[config.mk]
export PLATFORM = sky130hd
export DESIGN_NAME = hsv_color_key_centroid_core
export DESIGN_NICKNAME = d
export VERILOG_FILES = /design/src/hdl/hck_pkg.sv /design/src/hdl/hck_key.sv /design/src/hdl/hck_div.sv /design/src/hdl/hck_blend.sv /design/src/hdl/hsv_color_key_centroid_core.sv
export SDC_FILE = /design/constraint.sdc
export NUM_CORES = 1
export LEC_CHECK = 0
export ABC_AREA = 1
export BUFFER_PORTS_ARGS = -buffer_cell sky130_fd_sc_hd__buf_2
export CORE_ASPECT_RATIO = 0.9
export CORE_MARGIN = 5
export CORE_UTILIZATION = 45
export CTS_CLUSTER_DIAMETER = 150
export DETAILED_ROUTE_END_ITERATION = 10
export PLACE_DENSITY = 0.62
export RECOVER_POWER = 100
export SLEW_MARGIN = 20
export SYNTH_ARGS = -nofsm -noshare
export SYNTH_HDL_FRONTEND = slang
export SYNTH_SLANG_ARGS = --single-unit
[constraint.sdc]
create_clock -name clk -period 8.5 [get_ports clk]
set_clock_uncertainty 0.15 [all_clocks]
set_input_delay 0.425 -clock clk [delete_from_list [all_inputs] [get_ports clk]]
set_output_delay 0.425 -clock clk [all_outputs]
set_load 0.1 [all_outputs]
[src/hdl/hck_pkg.sv]
// ---------------------------------------------------------------------------
// HSV color key centroid package
// Sizes, register indexes, sequencer states and shared types.
// ---------------------------------------------------------------------------
`timescale 1ns / 1ps

package hck_pkg;

	localparam int MAX_COLS         = 1024;
	localparam int MAX_ROWS         = 1024;
	localparam int WEIGHT_FRAC_BITS = 8;

	localparam int HUE_W      = 9;
	localparam int PIX_HUE_W  = 8;
	localparam int SAT_W      = 8;
	localparam int TOL_W      = 9;
	localparam int WGT_IN_W   = 9;
	localparam int POS_W      = 10;
	localparam int CFG_IDX_W  = 3;
	localparam int CFG_DATA_W = 9;

	localparam int SUM_W     = 31;
	localparam int CNT_W     = 21;
	localparam int DIV_STEPS = SUM_W;
	localparam int STEP_W    = $clog2(DIV_STEPS);

	localparam int WGT_W  = (WEIGHT_FRAC_BITS + 1 > WGT_IN_W) ? WEIGHT_FRAC_BITS + 1 : WGT_IN_W;
	localparam int PROD_W = WGT_W + POS_W;
	localparam int RND_W  = PROD_W - WEIGHT_FRAC_BITS;

	typedef enum logic [CFG_IDX_W-1:0] {
		REG_HUE_CENTER    = 3'd0,
		REG_HUE_TOLERANCE = 3'd1,
		REG_SAT_CENTER    = 3'd2,
		REG_SAT_TOLERANCE = 3'd3,
		REG_BLEND_WEIGHT  = 3'd4
	} hck_reg_t;

	typedef enum logic [2:0] {
		ST_IDLE,
		ST_XDIV_START,
		ST_XDIV_WAIT,
		ST_XBLEND_WAIT,
		ST_YDIV_START,
		ST_YDIV_WAIT,
		ST_YBLEND_WAIT,
		ST_FINISH
	} hck_state_t;

	typedef struct packed {
		logic keyed;
		logic empty;
	} hck_acc_sts_t;

endpackage

[src/hdl/hck_key.sv]
// ---------------------------------------------------------------------------
// HSV color key test and accumulator
// Keys a pixel on hue and saturation distance and sums keyed coordinates.
// ---------------------------------------------------------------------------
`timescale 1ns / 1ps

module hck_key import hck_pkg::*; (
	input  logic                 clk,
	input  logic                 arst_n,
	input  logic                 accept,
	input  logic                 clear,
	input  logic [PIX_HUE_W-1:0] pixel_hue,
	input  logic [SAT_W-1:0]     pixel_sat,
	input  logic [POS_W-1:0]     col_pos,
	input  logic [POS_W-1:0]     row_pos,
	input  logic [HUE_W-1:0]     hue_center,
	input  logic [TOL_W-1:0]     hue_tolerance,
	input  logic [SAT_W-1:0]     sat_center,
	input  logic [TOL_W-1:0]     sat_tolerance,
	output hck_acc_sts_t         sts,
	output logic [SUM_W-1:0]     sum_cols,
	output logic [SUM_W-1:0]     sum_rows,
	output logic [CNT_W-1:0]     hit_count
);

	localparam logic [11:0] COL_LAST = 12'(MAX_COLS - 1);
	localparam logic [11:0] ROW_LAST = 12'(MAX_ROWS - 1);

	logic [SUM_W-1:0] sum_cols_q;
	logic [SUM_W-1:0] sum_rows_q;
	logic [CNT_W-1:0] hit_count_q;
	logic [HUE_W-1:0] hue2;
	logic [HUE_W-1:0] hue_dist;
	logic [SAT_W-1:0] sat_dist;
	logic [POS_W-1:0] col_clip;
	logic [POS_W-1:0] row_clip;
	logic             keyed;
	logic             add;
	logic [CNT_W-1:0] cnt_nxt;

	always_comb begin
		hue2     = {pixel_hue, 1'b0};
		hue_dist = (hue_center > hue2) ? hue_center - hue2 : hue2 - hue_center;
		sat_dist = (sat_center > pixel_sat) ? sat_center - pixel_sat : pixel_sat - sat_center;
		keyed    = (hue_dist < hue_tolerance) && ({1'b0, sat_dist} < sat_tolerance);
		col_clip = ({2'b00, col_pos} > COL_LAST) ? COL_LAST[POS_W-1:0] : col_pos;
		row_clip = ({2'b00, row_pos} > ROW_LAST) ? ROW_LAST[POS_W-1:0] : row_pos;
		add      = keyed && !(&hit_count_q);
		cnt_nxt  = hit_count_q + CNT_W'(add);
	end

	always_ff @(posedge clk or negedge arst_n) begin
		if (!arst_n) begin
			sum_cols_q  <= '0;
			sum_rows_q  <= '0;
			hit_count_q <= '0;
		end else if (clear) begin
			sum_cols_q  <= '0;
			sum_rows_q  <= '0;
			hit_count_q <= '0;
		end else if (accept && add) begin
			sum_cols_q  <= sum_cols_q + SUM_W'(col_clip);
			sum_rows_q  <= sum_rows_q + SUM_W'(row_clip);
			hit_count_q <= cnt_nxt;
		end
	end

	assign sts.keyed = keyed;
	assign sts.empty = (cnt_nxt == '0);
	assign sum_cols  = sum_cols_q;
	assign sum_rows  = sum_rows_q;
	assign hit_count = hit_count_q;

endmodule

[src/hdl/hck_div.sv]
// ---------------------------------------------------------------------------
// HSV color key centroid divider
// Restoring divider, one quotient bit per cycle, shared by both axes.
// ---------------------------------------------------------------------------
`timescale 1ns / 1ps

module hck_div import hck_pkg::*; (
	input  logic             clk,
	input  logic             arst_n,
	input  logic             start,
	input  logic [SUM_W-1:0] dividend,
	input  logic [CNT_W-1:0] divisor,
	output logic             done,
	output logic [SUM_W-1:0] quotient
);

	logic [SUM_W-1:0]  dvd_q;
	logic [CNT_W:0]    rem_q;
	logic [CNT_W-1:0]  dsr_q;
	logic [STEP_W-1:0] cnt_q;
	logic              busy_q;
	logic              done_q;
	logic [CNT_W:0]    rem_sh;
	logic [CNT_W:0]    rem_dif;
	logic              fits;

	always_comb begin
		rem_sh  = {rem_q[CNT_W-1:0], dvd_q[SUM_W-1]};
		fits    = rem_sh >= {1'b0, dsr_q};
		rem_dif = rem_sh - {1'b0, dsr_q};
	end

	always_ff @(posedge clk or negedge arst_n) begin
		if (!arst_n) begin
			busy_q <= 1'b0;
			done_q <= 1'b0;
			cnt_q  <= '0;
		end else begin
			done_q <= !start && busy_q && (cnt_q == '0);
			if (start) begin
				busy_q <= 1'b1;
				cnt_q  <= STEP_W'(DIV_STEPS - 1);
			end else if (busy_q) begin
				cnt_q <= cnt_q - 1'b1;
				if (cnt_q == '0)
					busy_q <= 1'b0;
			end
		end
	end

	always_ff @(posedge clk) begin
		if (start) begin
			dvd_q <= dividend;
			dsr_q <= divisor;
			rem_q <= '0;
		end else if (busy_q) begin
			dvd_q <= {dvd_q[SUM_W-2:0], fits};
			rem_q <= fits ? rem_dif : rem_sh;
		end
	end

	assign done     = done_q;
	assign quotient = dvd_q;

endmodule

[src/hdl/hck_blend.sv]
// ---------------------------------------------------------------------------
// HSV color key centroid blend unit
// Weights old center and mean with one shared multiplier.
// ---------------------------------------------------------------------------
`timescale 1ns / 1ps

module hck_blend import hck_pkg::*; (
	input  logic                clk,
	input  logic                arst_n,
	input  logic                start,
	input  logic [POS_W-1:0]    old_pos,
	input  logic [POS_W-1:0]    mean_pos,
	input  logic [WGT_IN_W-1:0] blend_weight,
	output logic                done,
	output logic [POS_W-1:0]    result
);

	localparam logic [WGT_W-1:0] ONE = WGT_W'(1) << WEIGHT_FRAC_BITS;
	localparam logic [WEIGHT_FRAC_BITS-1:0] HALF = {1'b1, {(WEIGHT_FRAC_BITS-1){1'b0}}};
	localparam logic [RND_W:0] POS_MAX = {{(RND_W+1-POS_W){1'b0}}, {POS_W{1'b1}}};

	function automatic logic [RND_W-1:0] round_term(input logic [PROD_W-1:0] p);
		logic [RND_W-1:0]            q;
		logic [WEIGHT_FRAC_BITS-1:0] r;
		logic                        up;
		q  = p[PROD_W-1:WEIGHT_FRAC_BITS];
		r  = p[WEIGHT_FRAC_BITS-1:0];
		up = (r > HALF) || ((r == HALF) && q[0]);
		return q + RND_W'(up);
	endfunction

	logic [WGT_W-1:0]  a_ext;
	logic [WGT_W-1:0]  a_sat;
	logic [WGT_W-1:0]  a_q;
	logic [POS_W-1:0]  old_q;
	logic [POS_W-1:0]  mean_q;
	logic [1:0]        phase_q;
	logic              busy_q;
	logic              done_q;
	logic [PROD_W-1:0] prod_q;
	logic [RND_W-1:0]  acc_q;
	logic [POS_W-1:0]  res_q;
	logic [WGT_W-1:0]  mul_a;
	logic [POS_W-1:0]  mul_b;
	logic [PROD_W-1:0] prod;
	logic [RND_W:0]    total;

	always_comb begin
		a_ext = WGT_W'(blend_weight);
		a_sat = (a_ext > ONE) ? ONE : a_ext;
		mul_a = (phase_q == 2'd0) ? ONE - a_q : a_q;
		mul_b = (phase_q == 2'd0) ? old_q : mean_q;
		prod  = PROD_W'(mul_a) * PROD_W'(mul_b);
		total = {1'b0, acc_q} + {1'b0, round_term(prod_q)};
	end

	always_ff @(posedge clk or negedge arst_n) begin
		if (!arst_n) begin
			busy_q  <= 1'b0;
			done_q  <= 1'b0;
			phase_q <= 2'd0;
		end else begin
			done_q <= !start && busy_q && phase_q[1];
			if (start) begin
				busy_q  <= 1'b1;
				phase_q <= 2'd0;
			end else if (busy_q) begin
				case (phase_q)
					2'd0: phase_q <= 2'd1;
					2'd1: phase_q <= 2'd2;
					default: begin
						phase_q <= 2'd0;
						busy_q  <= 1'b0;
					end
				endcase
			end
		end
	end

	always_ff @(posedge clk) begin
		if (start) begin
			a_q    <= a_sat;
			old_q  <= old_pos;
			mean_q <= mean_pos;
		end
		if (busy_q) begin
			prod_q <= prod;
			if (phase_q == 2'd1)
				acc_q <= round_term(prod_q);
			if (phase_q == 2'd2)
				res_q <= (total > POS_MAX) ? POS_MAX[POS_W-1:0] : total[POS_W-1:0];
		end
	end

	assign done   = done_q;
	assign result = res_q;

endmodule

[src/hdl/hsv_color_key_centroid_core.sv]
// A pixel word with no frame end, or a frame end on a frame with no keyed
// pixel, is taken without holding the input and its result shows the
// next cycle, so such words flow at one per cycle while the result side
// keeps up. A frame end on a frame with keyed pixels holds the input, and
// holds it longer while the result side stalls the last word: the mean
// column and the mean row each go through the one shared restoring
// divider, one quotient bit per cycle, and then through the blend
// multiplier before the result is shown.
// ---------------------------------------------------------------------------
// HSV color key centroid core
// Keys HSV pixels against a configured color and tracks the keyed centroid.
// ---------------------------------------------------------------------------
`timescale 1ns / 1ps

module hsv_color_key_centroid_core import hck_pkg::*; (
	input  logic                  clk,
	input  logic                  arst_n,
	input  logic                  cfg_we,
	input  logic [CFG_IDX_W-1:0]  cfg_index,
	input  logic [CFG_DATA_W-1:0] cfg_data,
	input  logic                  pix_valid,
	output logic                  pix_stall,
	input  logic [PIX_HUE_W-1:0]  pixel_hue,
	input  logic [SAT_W-1:0]      pixel_sat,
	input  logic [POS_W-1:0]      col_pos,
	input  logic [POS_W-1:0]      row_pos,
	input  logic                  frame_end,
	output logic                  res_valid,
	input  logic                  res_stall,
	output logic                  key_mask,
	output logic [POS_W-1:0]      track_x,
	output logic [POS_W-1:0]      track_y,
	output logic                  track_updated
);

	hck_state_t state_q, state_d;

	logic [HUE_W-1:0]    hue_center_q;
	logic [TOL_W-1:0]    hue_tolerance_q;
	logic [SAT_W-1:0]    sat_center_q;
	logic [TOL_W-1:0]    sat_tolerance_q;
	logic [WGT_IN_W-1:0] blend_weight_q;

	logic [POS_W-1:0] smooth_x_q;
	logic [POS_W-1:0] smooth_y_q;
	logic             key_q;

	logic             res_valid_q;
	logic             key_mask_q;
	logic [POS_W-1:0] track_x_q;
	logic [POS_W-1:0] track_y_q;
	logic             track_updated_q;

	hck_acc_sts_t     acc_sts;
	logic [SUM_W-1:0] sum_cols;
	logic [SUM_W-1:0] sum_rows;
	logic [CNT_W-1:0] hit_count;

	logic             pix_accept;
	logic             out_free;
	logic             go_track;
	logic             div_start;
	logic             div_done;
	logic [SUM_W-1:0] div_dividend;
	logic [SUM_W-1:0] quotient;
	logic             blend_start;
	logic             blend_done;
	logic [POS_W-1:0] blend_old;
	logic [POS_W-1:0] blend_res;
	logic             set_x;
	logic             set_y;
	logic             finish;

	assign out_free   = !res_valid_q || !res_stall;
	assign pix_stall  = !((state_q == ST_IDLE) && out_free);
	assign pix_accept = pix_valid && !pix_stall;
	assign go_track   = pix_accept && frame_end && !acc_sts.empty;

	always_ff @(posedge clk or negedge arst_n) begin
		if (!arst_n) begin
			hue_center_q    <= '0;
			hue_tolerance_q <= '0;
			sat_center_q    <= '0;
			sat_tolerance_q <= '0;
			blend_weight_q  <= '0;
		end else if (cfg_we) begin
			unique case (hck_reg_t'(cfg_index))
				REG_HUE_CENTER:    hue_center_q    <= cfg_data[HUE_W-1:0];
				REG_HUE_TOLERANCE: hue_tolerance_q <= cfg_data[TOL_W-1:0];
				REG_SAT_CENTER:    sat_center_q    <= cfg_data[SAT_W-1:0];
				REG_SAT_TOLERANCE: sat_tolerance_q <= cfg_data[TOL_W-1:0];
				REG_BLEND_WEIGHT:  blend_weight_q  <= cfg_data[WGT_IN_W-1:0];
				default: ;
			endcase
		end
	end

	hck_key u_key (
		.clk           (clk),
		.arst_n        (arst_n),
		.accept        (pix_accept),
		.clear         (finish),
		.pixel_hue     (pixel_hue),
		.pixel_sat     (pixel_sat),
		.col_pos       (col_pos),
		.row_pos       (row_pos),
		.hue_center    (hue_center_q),
		.hue_tolerance (hue_tolerance_q),
		.sat_center    (sat_center_q),
		.sat_tolerance (sat_tolerance_q),
		.sts           (acc_sts),
		.sum_cols      (sum_cols),
		.sum_rows      (sum_rows),
		.hit_count     (hit_count)
	);

	assign div_dividend = (state_q == ST_XDIV_START) ? sum_cols : sum_rows;

	hck_div u_div (
		.clk      (clk),
		.arst_n   (arst_n),
		.start    (div_start),
		.dividend (div_dividend),
		.divisor  (hit_count),
		.done     (div_done),
		.quotient (quotient)
	);

	assign blend_old = (state_q == ST_XDIV_WAIT) ? smooth_x_q : smooth_y_q;

	hck_blend u_blend (
		.clk          (clk),
		.arst_n       (arst_n),
		.start        (blend_start),
		.old_pos      (blend_old),
		.mean_pos     (quotient[POS_W-1:0]),
		.blend_weight (blend_weight_q),
		.done         (blend_done),
		.result       (blend_res)
	);

	always_ff @(posedge clk or negedge arst_n) begin
		if (!arst_n)
			state_q <= ST_IDLE;
		else
			state_q <= state_d;
	end

	always_comb begin
		state_d     = state_q;
		div_start   = 1'b0;
		blend_start = 1'b0;
		set_x       = 1'b0;
		set_y       = 1'b0;
		finish      = 1'b0;
		unique case (state_q)
			ST_IDLE: begin
				if (go_track)
					state_d = ST_XDIV_START;
			end
			ST_XDIV_START: begin
				div_start = 1'b1;
				state_d   = ST_XDIV_WAIT;
			end
			ST_XDIV_WAIT: begin
				if (div_done) begin
					blend_start = 1'b1;
					state_d     = ST_XBLEND_WAIT;
				end
			end
			ST_XBLEND_WAIT: begin
				if (blend_done) begin
					set_x   = 1'b1;
					state_d = ST_YDIV_START;
				end
			end
			ST_YDIV_START: begin
				div_start = 1'b1;
				state_d   = ST_YDIV_WAIT;
			end
			ST_YDIV_WAIT: begin
				if (div_done) begin
					blend_start = 1'b1;
					state_d     = ST_YBLEND_WAIT;
				end
			end
			ST_YBLEND_WAIT: begin
				if (blend_done) begin
					set_y   = 1'b1;
					state_d = ST_FINISH;
				end
			end
			ST_FINISH: begin
				if (out_free) begin
					finish  = 1'b1;
					state_d = ST_IDLE;
				end
			end
			default: state_d = ST_IDLE;
		endcase
	end

	always_ff @(posedge clk or negedge arst_n) begin
		if (!arst_n) begin
			smooth_x_q <= '0;
			smooth_y_q <= '0;
		end else begin
			if (set_x)
				smooth_x_q <= blend_res;
			if (set_y)
				smooth_y_q <= blend_res;
		end
	end

	always_ff @(posedge clk) begin
		if (pix_accept)
			key_q <= acc_sts.keyed;
	end

	always_ff @(posedge clk or negedge arst_n) begin
		if (!arst_n)
			res_valid_q <= 1'b0;
		else if ((pix_accept && !go_track) || finish)
			res_valid_q <= 1'b1;
		else if (!res_stall)
			res_valid_q <= 1'b0;
	end

	always_ff @(posedge clk) begin
		if (pix_accept && !go_track) begin
			key_mask_q      <= acc_sts.keyed;
			track_x_q       <= smooth_x_q;
			track_y_q       <= smooth_y_q;
			track_updated_q <= 1'b0;
		end else if (finish) begin
			key_mask_q      <= key_q;
			track_x_q       <= smooth_x_q;
			track_y_q       <= smooth_y_q;
			track_updated_q <= 1'b1;
		end
	end

	assign res_valid     = res_valid_q;
	assign key_mask      = key_mask_q;
	assign track_x       = track_x_q;
	assign track_y       = track_y_q;
	assign track_updated = track_updated_q;

endmodule

# --- Word level (Yosys, flattened, before mapping) ---
# Cells that the tools add are included.
word_totals:
  reg_bits: 327
  in_bits: 54
  output_inout_bits: 24
  word_cells: 168
op_classes:
  addsub: 12
  n_mul: 1
  magnitude_cmp: 8
  n_eq_ne: 21
  mux: 49
  reduce_logical: 45
op_table:
  columns: ["op", "n"]
  rows:
  - ["31-bit two-way mux", 7]
  - ["21-bit two-way mux", 3]
  - ["31-bit by 10-bit adder with 31-bit output", 2]
  - ["10-bit two-way mux", 6]
  - ["3-bit case mux with 8 select lines", 1]
  - ["22-bit by 21-bit >= comparator with 1-bit output", 1]
  - ["21-bit by 1-bit adder with 21-bit output", 1]
  - ["21-bit zero test", 1]
  - ["21-bit AND reduction", 1]
  - ["21-bit subtractor", 1]
  - ["9-bit by 10-bit multiplier with 19-bit output", 1]
  - ["1-bit two-way mux", 18]
  - ["3-bit two-way mux", 6]
  - ["9-bit two-way mux", 2]
  - ["9-bit subtractor", 2]
  - ["8-bit subtractor", 2]
  - ["3-bit == test, second input constant", 5]
  - ["2-bit AND reduction", 7]
  - ["1-bit logical AND", 13]
  - ["11-bit by 11-bit adder with 12-bit output", 1]
  - ["3-bit by 2-bit == test with 1-bit output, second input constant", 4]
  - ["12-bit by 10-bit > comparator with 1-bit output, second input constant", 1]
  - ["11-bit by 1-bit adder with 11-bit output", 1]
  - ["5-bit two-way mux", 2]
  - ["25 further kinds", 47]

# --- Longest topological paths before layout ---
# Gate-level depths: netlist of run 1.
logic_depth:
  ltp_word: 13
  mapped_depth: 42
  depth_no_buf: 42

# --- Hierarchy ---
# A second synthesis of run 1 with hierarchy kept.
unflattened:
  hier_cells: 3121
  hier_area_um2: 23924.2
modules_own_cells:
  columns: ["module", "n_inst", "cells_per_inst", "area_per_inst_um2", "seq_area_each_um2"]
  rows:
  - ["hck_key", 1, 1381, 8486.9, 2077.0]
  - ["hck_blend", 1, 727, 6486.2, 2172.1]
  - ["hck_div", 1, 653, 4907.2, 2157.1]
  - ["hsv_color_key_centroid_core", 1, 360, 4043.9, 2382.3]

# --- Worst setup path before layout of run 1 ---
# No wires, ideal clock.
synth_path:
  path_type: "register -> register"
  start: "reg u_blend.a_q[0]"
  end: "reg u_blend.prod_q[15] (data pin)"
  setup_time_ps: 262
  arrival_ps: 5152
  required_ps: 8088
  slack_ps: 2937
  path_stages_with_launch: 27
  n_path_buf: 1
  synth_period_minus_slack_ps: 5563
  path_cell_list: "edfxtp_1 buf_2 inv_1 ha_1 inv_1 nor3_1 inv_1 nor3_1 inv_1 nor4_1 or2_2 nand2_1 inv_1 nand2_1 fa_1 fa_1 inv_1 fa_1 fa_1 ha_1 a21oi_1 inv_1 nor2_1 o21ai_1 a21boi_0 o21ai_1 xor2_1"
synth_between:
  elab_chain_len: 3
synth_lines:
  columns: ["element", "line_no", "source"]
  rows:
  - ["start, declared", "hck_blend.sv:34", "logic [WGT_W-1:0] a_q;"]
  - ["start signal, assigned", "hck_blend.sv:82", "a_q <= a_sat;"]
  - ["9-bit subtractor", "hck_blend.sv:51", "mul_a = (phase_q == 2'd0) ? ONE - a_q : a_q;"]
  - ["9-bit two-way mux *", "hck_blend.sv:51", null]
  - ["9-bit by 10-bit multiplier with 19-bit output *", "hck_blend.sv:53", "prod = PROD_W'(mul_a) * PROD_W'(mul_b);"]
  - ["named net u_blend.prod[15]", "hck_blend.sv:45", "logic [PROD_W-1:0] prod;"]
  - ["end signal, assigned", "hck_blend.sv:87", "prod_q <= prod;"]
  - ["end, declared", "hck_blend.sv:40", "logic [PROD_W-1:0] prod_q;"]
# The timed path passes the listed nets; every way through them passes the cells marked *.
# A chain may end at the register's enable or synchronous reset.

# --- Worst setup path after layout of run 1 ---
layout_path:
  start: "reg hue_center_q[1]"
  end: "reg u_key.sum_cols_q[17], in the netlist u_key.sum_cols[17]"
layout_between:
  elab_chain_len: 7
  word_cells_on_any_way: 9
  classes_between: "2 x add/sub; 2 x order compare; 1 x mux; 4 x reduce/logical"
layout_lines:
  columns: ["element", "line_no", "source"]
  rows:
  - ["start, declared", "hsv_color_key_centroid_core.sv:38", "logic [HUE_W-1:0] hue_center_q;"]
  - ["start signal, assigned", "hsv_color_key_centroid_core.sv:88", "REG_HUE_CENTER: hue_center_q <= cfg_data[HUE_W-1:0];"]
  - ["9-bit subtractor / 9-bit > comparator (equally long branches)", "hck_key.sv:43", "hue_dist = (hue_center > hue2) ? hue_center - hue2 : hue2 - hue_center;"]
  - ["9-bit two-way mux *", "hck_key.sv:43", null]
  - ["9-bit less-than comparator *", "hck_key.sv:45", "keyed = (hue_dist < hue_tolerance) && ({1'b0, sat_dist} < sat_tolerance);"]
  - ["1-bit logical AND *", "hck_key.sv:45", null]
  - ["named net u_key.keyed", "hck_key.sv:37", "logic keyed;"]
  - ["1-bit logical AND *", "hck_key.sv:48", "add = keyed && !(&hit_count_q);"]
  - ["1-bit logical AND *", "hck_key.sv:61", "end else if (accept && add) begin"]
  - ["2-bit nonzero test (no source line) *", null, null]
  - ["end signal, assigned", "hck_key.sv:62", "sum_cols_q <= sum_cols_q + SUM_W'(col_clip);"]
  - ["end, declared", "hck_key.sv:29", "logic [SUM_W-1:0] sum_cols_q;"]
# Marked as above.

==> results.toml, run 1 <==
[setup_path]
critPathLaunchType = "flip-flop"
critical_path_class = "reg -> reg"
ff2ff_setup_slack_ns = 1.48
critPathRequiredTime_ns = 8.81
r2r_cells = 26
reg2reg_from = "hue_center_q[1]$_DFFE_PN0P_"
rr_endpoint = "u_key.sum_cols[17]$_DFFE_PN0P_"
crit_arrival_ns = 7.33
worst_setup_path_end_kind = "flip-flop"
crit_end = "u_key.sum_cols[17]$_DFFE_PN0P_"
critical_path.startpoint = "hue_center_q[1]$_DFFE_PN0P_"
critPathMaxFanout = 54

[floorplan]
num_io_pins = 78
die_area_mm2 = 0.0534
start_util_pct = 45.7
num_rows = 76
coreArea_mm2 = 0.0481
die_w_um = 243
die_h_um = 220

[placement]
gp_congestion = 0.918
port_buffers = 77
hpwl_um = 41500
place_area_mm2 = 0.0229
placed_cells = 3380

[clocking]
cts_buffers = 38
ctsResizeCount = 0
clk_latency_ns = 0.55
clock-sinks = 327
clkTransAtPathRegs_ns = 0.06
cts_tree = "built"
cts-htree-levels = 2
cts_setup_buffers = 0
cts-root-buf = "clkbuf_16"
clockBufferDepth = 3

[route]
drt_pass1_iterations = 5
drc = 0
wirelength_um = 55200
wl_met3_um = 2740
viasPerCell = 5.29
ant_nets = 0
drt-wirelength-per-cell_um = 16.0
top_layer = "met4"
wl_met1_um = 25700
wl_met2_um = 25400
vias = 18279
drt-initial-drc-count = 1288

[finish]
layout-drive-gt1-share_pct = 4.99
fill_cells = 4607
stdcell_count = 3454
stdcell_area_mm2 = 0.0240
final_nets = 3059
area_delta_synth_final_pct = 9.09

[timing]
worst_pin_slew_ns = 3.45
holdWs_ns = 0.118
rsz0062_at_grt = "no"
hold_viol = 0
max_freq_mhz = 143
slew_headroom_pct = -130
finalCritPeriodShare_pct = 82.5
slew_violations = 333
finalCriticalPeriod_ns = 7.02
final.setup.tns_ns = 0
setup-violations-final = 0

[synthesis]
async_reset_ff_share_pct = 49.5
ys_types = 60
yosys.area.top_type_share_pct = 19.5
synth_area_leader_cell = "edfxtp_1"
dominantRegCellSynth = "dfrtp_1"
syn-num-nets = 2992
synthTopCellsByArea = "edfxtp_1 (20%), dfrtp_1 (18%), nand2_1 (11%)"
ys_seq_area_share_pct = 40.0
synth-edff-count = 143
synth_seq_cells = 327
syn_avg_cell_area_um2 = 8.06
synth_area_mm2 = 0.0220
ys.warnings.count = 0
syn_inst = 2730

[grt]
grt_pass1_wl_um = 91200
grt_antenna_before_repair = 2
grt_max_degree = 73
grt.total_usage_pct = 20.6
grt_pass1_vias = 17999
grt-ovfl-total = 0

[run]
cap_viol_max_count = 7

[outcome]
violations = "max-capacitance violations, max-slew violations"
status = "finished with violations"

[min_path]
holdCritPathClass = "in -> reg"
-- worst max-delay path, stage by stage, from the launching register on --
cell and delay, ns:
dfrtp_1 0.37, inv_1 0.10, ha_1 0.17, inv_1 0.05
fa_1 0.42, nand4_1 0.11, o211ai_1 0.13, a21oi_1 0.18
o21bai_1 0.15, nand2_1 0.30, nand2_1 0.12, o21ai_0 0.09
nand2_1 0.07, nand2_1 0.06, inv_1 0.04, ha_1 0.28
a21oi_1 0.14, o21ai_0 0.10, nand2_1 0.07, o2111ai_1 0.09
nor2_1 0.37, nand3_1 1.04, inv_1 1.80, nand2_1 0.22
nand2_1 0.13, nand2_1 0.05, nor2_1 0.09
-- cells in the final DEF, fill, tap and decap left out, types with 13 or more instances in the layout --
cell type    n
nand3_1    120
buf_2       50
ha_1       143
o21ai_1     13
inv_1      420
clkbuf_16   39
dfxtp_1     22
dfrtp_1    162
xnor2_1     28
clkbuf_1    43
o21ai_0    239
edfxtp_1   143
nor2_1     233
nand4_1     47
a21oi_1    170
fa_1        65
nor3_1      37
xor2_1      54
nand2_1    665
-- how the worst min path moves through the flow --
| stage | from | end | slack (ns) | depth (start not counted) |
|---|---|---|---|---|
| 2_1_floorplan | arst_n | blend_weight_q[0]$_DFFE_PN0P_ | -0.02 | 0 |
| 3_3_place_gp | u_div.quotient[4]$_DFFE_PP_ | u_blend.mean_q[4]$_DFFE_PP_ | 0.29 | 0 |
| 3_5_place_dp | u_div.quotient[6]$_DFFE_PP_ | u_blend.mean_q[6]$_DFFE_PP_ | 0.29 | 0 |
| 4_1_cts | cfg_data[8] | hue_center_q[8]$_DFFE_PN0P_ | 0.1 | 3 |
| 5_1_grt | row_pos[0] | u_key.sum_rows[0]$_DFFE_PN0P_ | 0.12 | 4 |
| 6_report | cfg_data[0] | sat_center_q[0]$_DFFE_PN0P_ | 0.12 | 3 |
-- registers in the layout, indices dropped and copies added, names as in the netlist, 11 cells and up --
signal and cells:
u_key.sum_cols 31, u_div.rem_q 21, u_div.dsr_q 21, u_key.sum_rows 31, u_key.hit_count 21, u_div.quotient 31, u_blend.acc_q 11, u_blend.prod_q 19
-- metal layers --
layer	up-vias	track usage, %
met3	89	2.63
met1	8700	28.9
li1	9029	-
met5	-	0
met4	0	6.34
met2	461	33.7
-- per-stage QoR --
stage | util [%] | worst slack, ns
after CTS | 50.2 | 1.98
after global placement | 47.7 | 2.11
final | 49.9 | 1.48
after detailed placement | 47.7 | 1.95
after global routing | 49.9 | 0.666
after floorplan | - | 2.94
-- cells by family (layout without fill, tap and decap cells) --
group / count (synthesis) / count (layout) / share of synthesized area (%)
AND/OR/NAND/NOR: 1146 / 1146 / 21.9
other: 0 / 3 / 0
XOR/XNOR: 82 / 82 / 3.27
flip-flops: 327 / 327 / 40.0
AO/OA/AOI/OAI: 473 / 473 / 11.7
multiplexers: 10 / 10 / 0.512
adder cells (fa/ha/maj): 208 / 208 / 14.1
buffers and inverters: 484 / 581 / 8.57
-- cells in the mapped netlist, types with 9 or more instances --
library cell / n
a21oi_1: 170
buf_2: 16
clkbuf_1: 32
dfrtp_1: 162
dfxtp_1: 22
edfxtp_1: 143
fa_1: 65
ha_1: 143
inv_1: 416
mux2_2: 10
nand2_1: 662
nand3_1: 119
nand3b_1: 10
nand4_1: 47
nor2_1: 230
nor3_1: 37
nor4_1: 9
o21ai_0: 210
o21ai_1: 24
o21ai_2: 20
xnor2_1: 28
xor2_1: 54
-- final cells by class --
| cell class | instances | area [µm²] | area share, % |
|---|---|---|---|
| Tap cell | 624 | 781 | 3.25 |
| Clock buffer | 50 | 1030 | 4.28 |
| Antenna cell | 3 | 7.51 | 0.0313 |
| Clock inverter | 20 | 184 | 0.767 |
| Inverter | 424 | 1590 | 6.63 |
| Multi-Input combinational cell | 1919 | 11200 | 46.7 |
| Timing Repair Buffer | 87 | 404 | 1.68 |
| Sequential cell | 327 | 8790 | 36.6 |
-- timing repair --
item | CTS | global route
hold buffers | 1 | 0
endpoints found under the hold margin | 56 | 0
setup endpoints to repair | 0 | 0
Power of run 1 is left out: the tool's default activity adds up to more than one toggle a clock period on the data nets, which glitch-free logic cannot reach.
==> inputs of run 2 (changes only) <==
Settings changed: PLACE_DENSITY 0.62 to 0.64.
Clock period 8.5 ns to 6.4 ns, I/O delays scaled along.
==> run 2 against run 1 <==
Compared with the run above: the flow still finishes with violations (max-capacitance violations, max-slew violations); worst setup slack got worse by 0.97 ns; highest routed layer unchanged; flip-flop and latch count unchanged; via count increased by 0.70%; core utilization increased by 0.45 points; sequential share of layout area decreased by 0.33 points; final cell count increased by 0.41%; hold slack got worse by 0.084 ns; design area increased by 0.90%.
==> results.toml, run 2 (synthesized netlist as in run 1, its figures left out) <==
[outcome]
status = "finished with violations"
violations = "max-capacitance violations, max-slew violations"

[route]
viasPerCell = 5.31
vias = 18407
drt-wirelength-per-cell_um = 16.0
wirelength_um = 55600
ant_nets = 0
drt_pass1_iterations = 6
drt-initial-drc-count = 1421
drc = 0

[finish]
mostFrequentLayoutCells = "nand2_1 (662), inv_1 (417), o21ai_0 (237), nor2_1 (230), a21oi_1 (170)"
area_delta_synth_final_pct = 10.1
stdcell_count = 3468
final_nets = 3073
multi_input_area_mm2 = 0.0112
area.sequential_mm2 = 0.00879
fill_cells = 4660
layout-drive-gt1-share_pct = 5.60
final_common_cell = "nand2_1"

[floorplan]
die_h_um = 220
die_area_mm2 = 0.0534
die_w_um = 243
start_util_pct = 45.7
num_rows = 76
coreArea_mm2 = 0.0481
num_io_pins = 78

[run]
cap_viol_max_count = 3

[setup_path]
crit_top_cell = "inv_1"
worst_setup_path_end_kind = "flip-flop"
cpPeakStageDelay_ns = 0.55
r2r_cells = 25
critical_path_class = "reg -> reg"
critPathLaunchType = "flip-flop"
ff2ff_setup_slack_ns = 0.51
rr_endpoint = "u_blend.prod_q[15]$_DFFE_PP_"
crit_slowest_cell = "fa_1"
critPathRequiredTime_ns = 6.55
crit_arrival_ns = 6.03
reg2reg_from = "u_blend.a_q[0]$_SDFFCE_PN0P_"
critPathMaxFanout = 8

[clocking]
clkTransAtPathRegs_ns = 0.06
clockBufferDepth = 3
cts_tree = "built"
cts-htree-levels = 2
clk_latency_ns = 0.55
cts_buffers = 38
cts-root-buf = "clkbuf_16"
clock-sinks = 327

[placement]
placed_cells = 3387
port_buffers = 77
hpwl_um = 41800
gp_congestion = 0.893

[grt]
grt_antenna_before_repair = 3
grt_max_degree = 91
grt-ovfl-total = 0
grt_pass1_wl_um = 91400
grt_pass1_vias = 17924
grt.total_usage_pct = 20.7

[min_path]
holdCritStartpoint = "cfg_data[0]"
min_to = "hue_center_q[0]$_DFFE_PN0P_"
min_path_cells = 3
holdCritPathClass = "in -> reg"

[timing]
slew_violations = 177
max_freq_mhz = 170
finalCritPeriodShare_pct = 92.0
hold_viol = 0
slew_headroom_pct = -194
setup-violations-final = 0
worst_pin_slew_ns = 4.41
finalCriticalPeriod_ns = 5.89
## run 2: cell types whose count changed in the layout (fill, tap and decap cells not counted), moves of 3 or more
cell and change:
buf_4 +10, clkinv_1 +6, nand2_2 +4, clkbuf_1 -3, inv_1 -3, nand2_1 -3, nor2_1 -3, o21ai_1 +3
## run 2: layout make-up
class,count,area share (%)
clock inverter,19,0.693
inverter,424,6.57
tap,624,3.23
multi-input combinational,1919,46.5
sequential,327,36.3
timing repair buffer,101,2.19
clock buffer,51,4.52
antenna,3,0.0310
## run 2: per-layer routing
metal,vias up,part of all wire [%],track usage (%)
li1,9062,-,-
met1,8772,47,28.8
met2,485,45,34.0
met3,88,5.2,2.93
met4,0,2.5,6.22
met5,-,0,0
## run 2: worst max-delay path by stage
stage	cells past startpoint	endpoint	startpoint	slack (ns)
2_1_floorplan	26	u_blend.prod_q[15]$_DFFE_PP_	u_blend.a_q[0]$_SDFFCE_PN0P_	0.84
3_3_place_gp	25	u_blend.prod_q[15]$_DFFE_PP_	u_blend.a_q[0]$_SDFFCE_PN0P_	0.43
3_5_place_dp	37	track_y[1]$_DFFE_PP_	hue_center_q[1]$_DFFE_PN0P_	0.29
4_1_cts	37	track_y[1]$_DFFE_PP_	hue_center_q[1]$_DFFE_PN0P_	0.25
5_1_grt	40	track_y[1]$_DFFE_PP_	sat_center_q[0]$_DFFE_PN0P_	-0.01
6_report	25	u_blend.prod_q[15]$_DFFE_PP_	u_blend.a_q[0]$_SDFFCE_PN0P_	0.51
## run 2: critical path, delay by kind of cell, from the launching register on
family                     cells  cell delay [ns]
adders and majority gates      6             2.60
and+or+nand+nor                7             0.97
buffers and inverters          7             0.68
AOI/OAI and AO/OA              4             0.60
DFF                            1             0.46
xor gates and xnor gates       1             0.16
## run 2: timing repair
item,in CTS,in global routing
endpoints found under the setup margin,0,26
setup buffers,0,5
hold buffers,3,0
hold endpoints to repair,91,0
resized for setup,0,12
## run 2: metrics by stage
stage	cell area, µm²	hold slack (ns)	utilization (%)	TNS (ns)	setup WS (ns)
6_report	24200	0.0344	50.3	0	0.514
5_1_grt	24200	0.0357	50.3	-0.191	-0.0125
4_1_cts	24300	0.00143	50.5	0	0.249
3_5_place_dp	23000	0.292	47.8	0	0.287
3_3_place_gp	23000	0.286	47.8	0	0.429
2_1_floorplan	22000	-0.126	-	0	0.837
Power of run 2 is left out for the same reason.
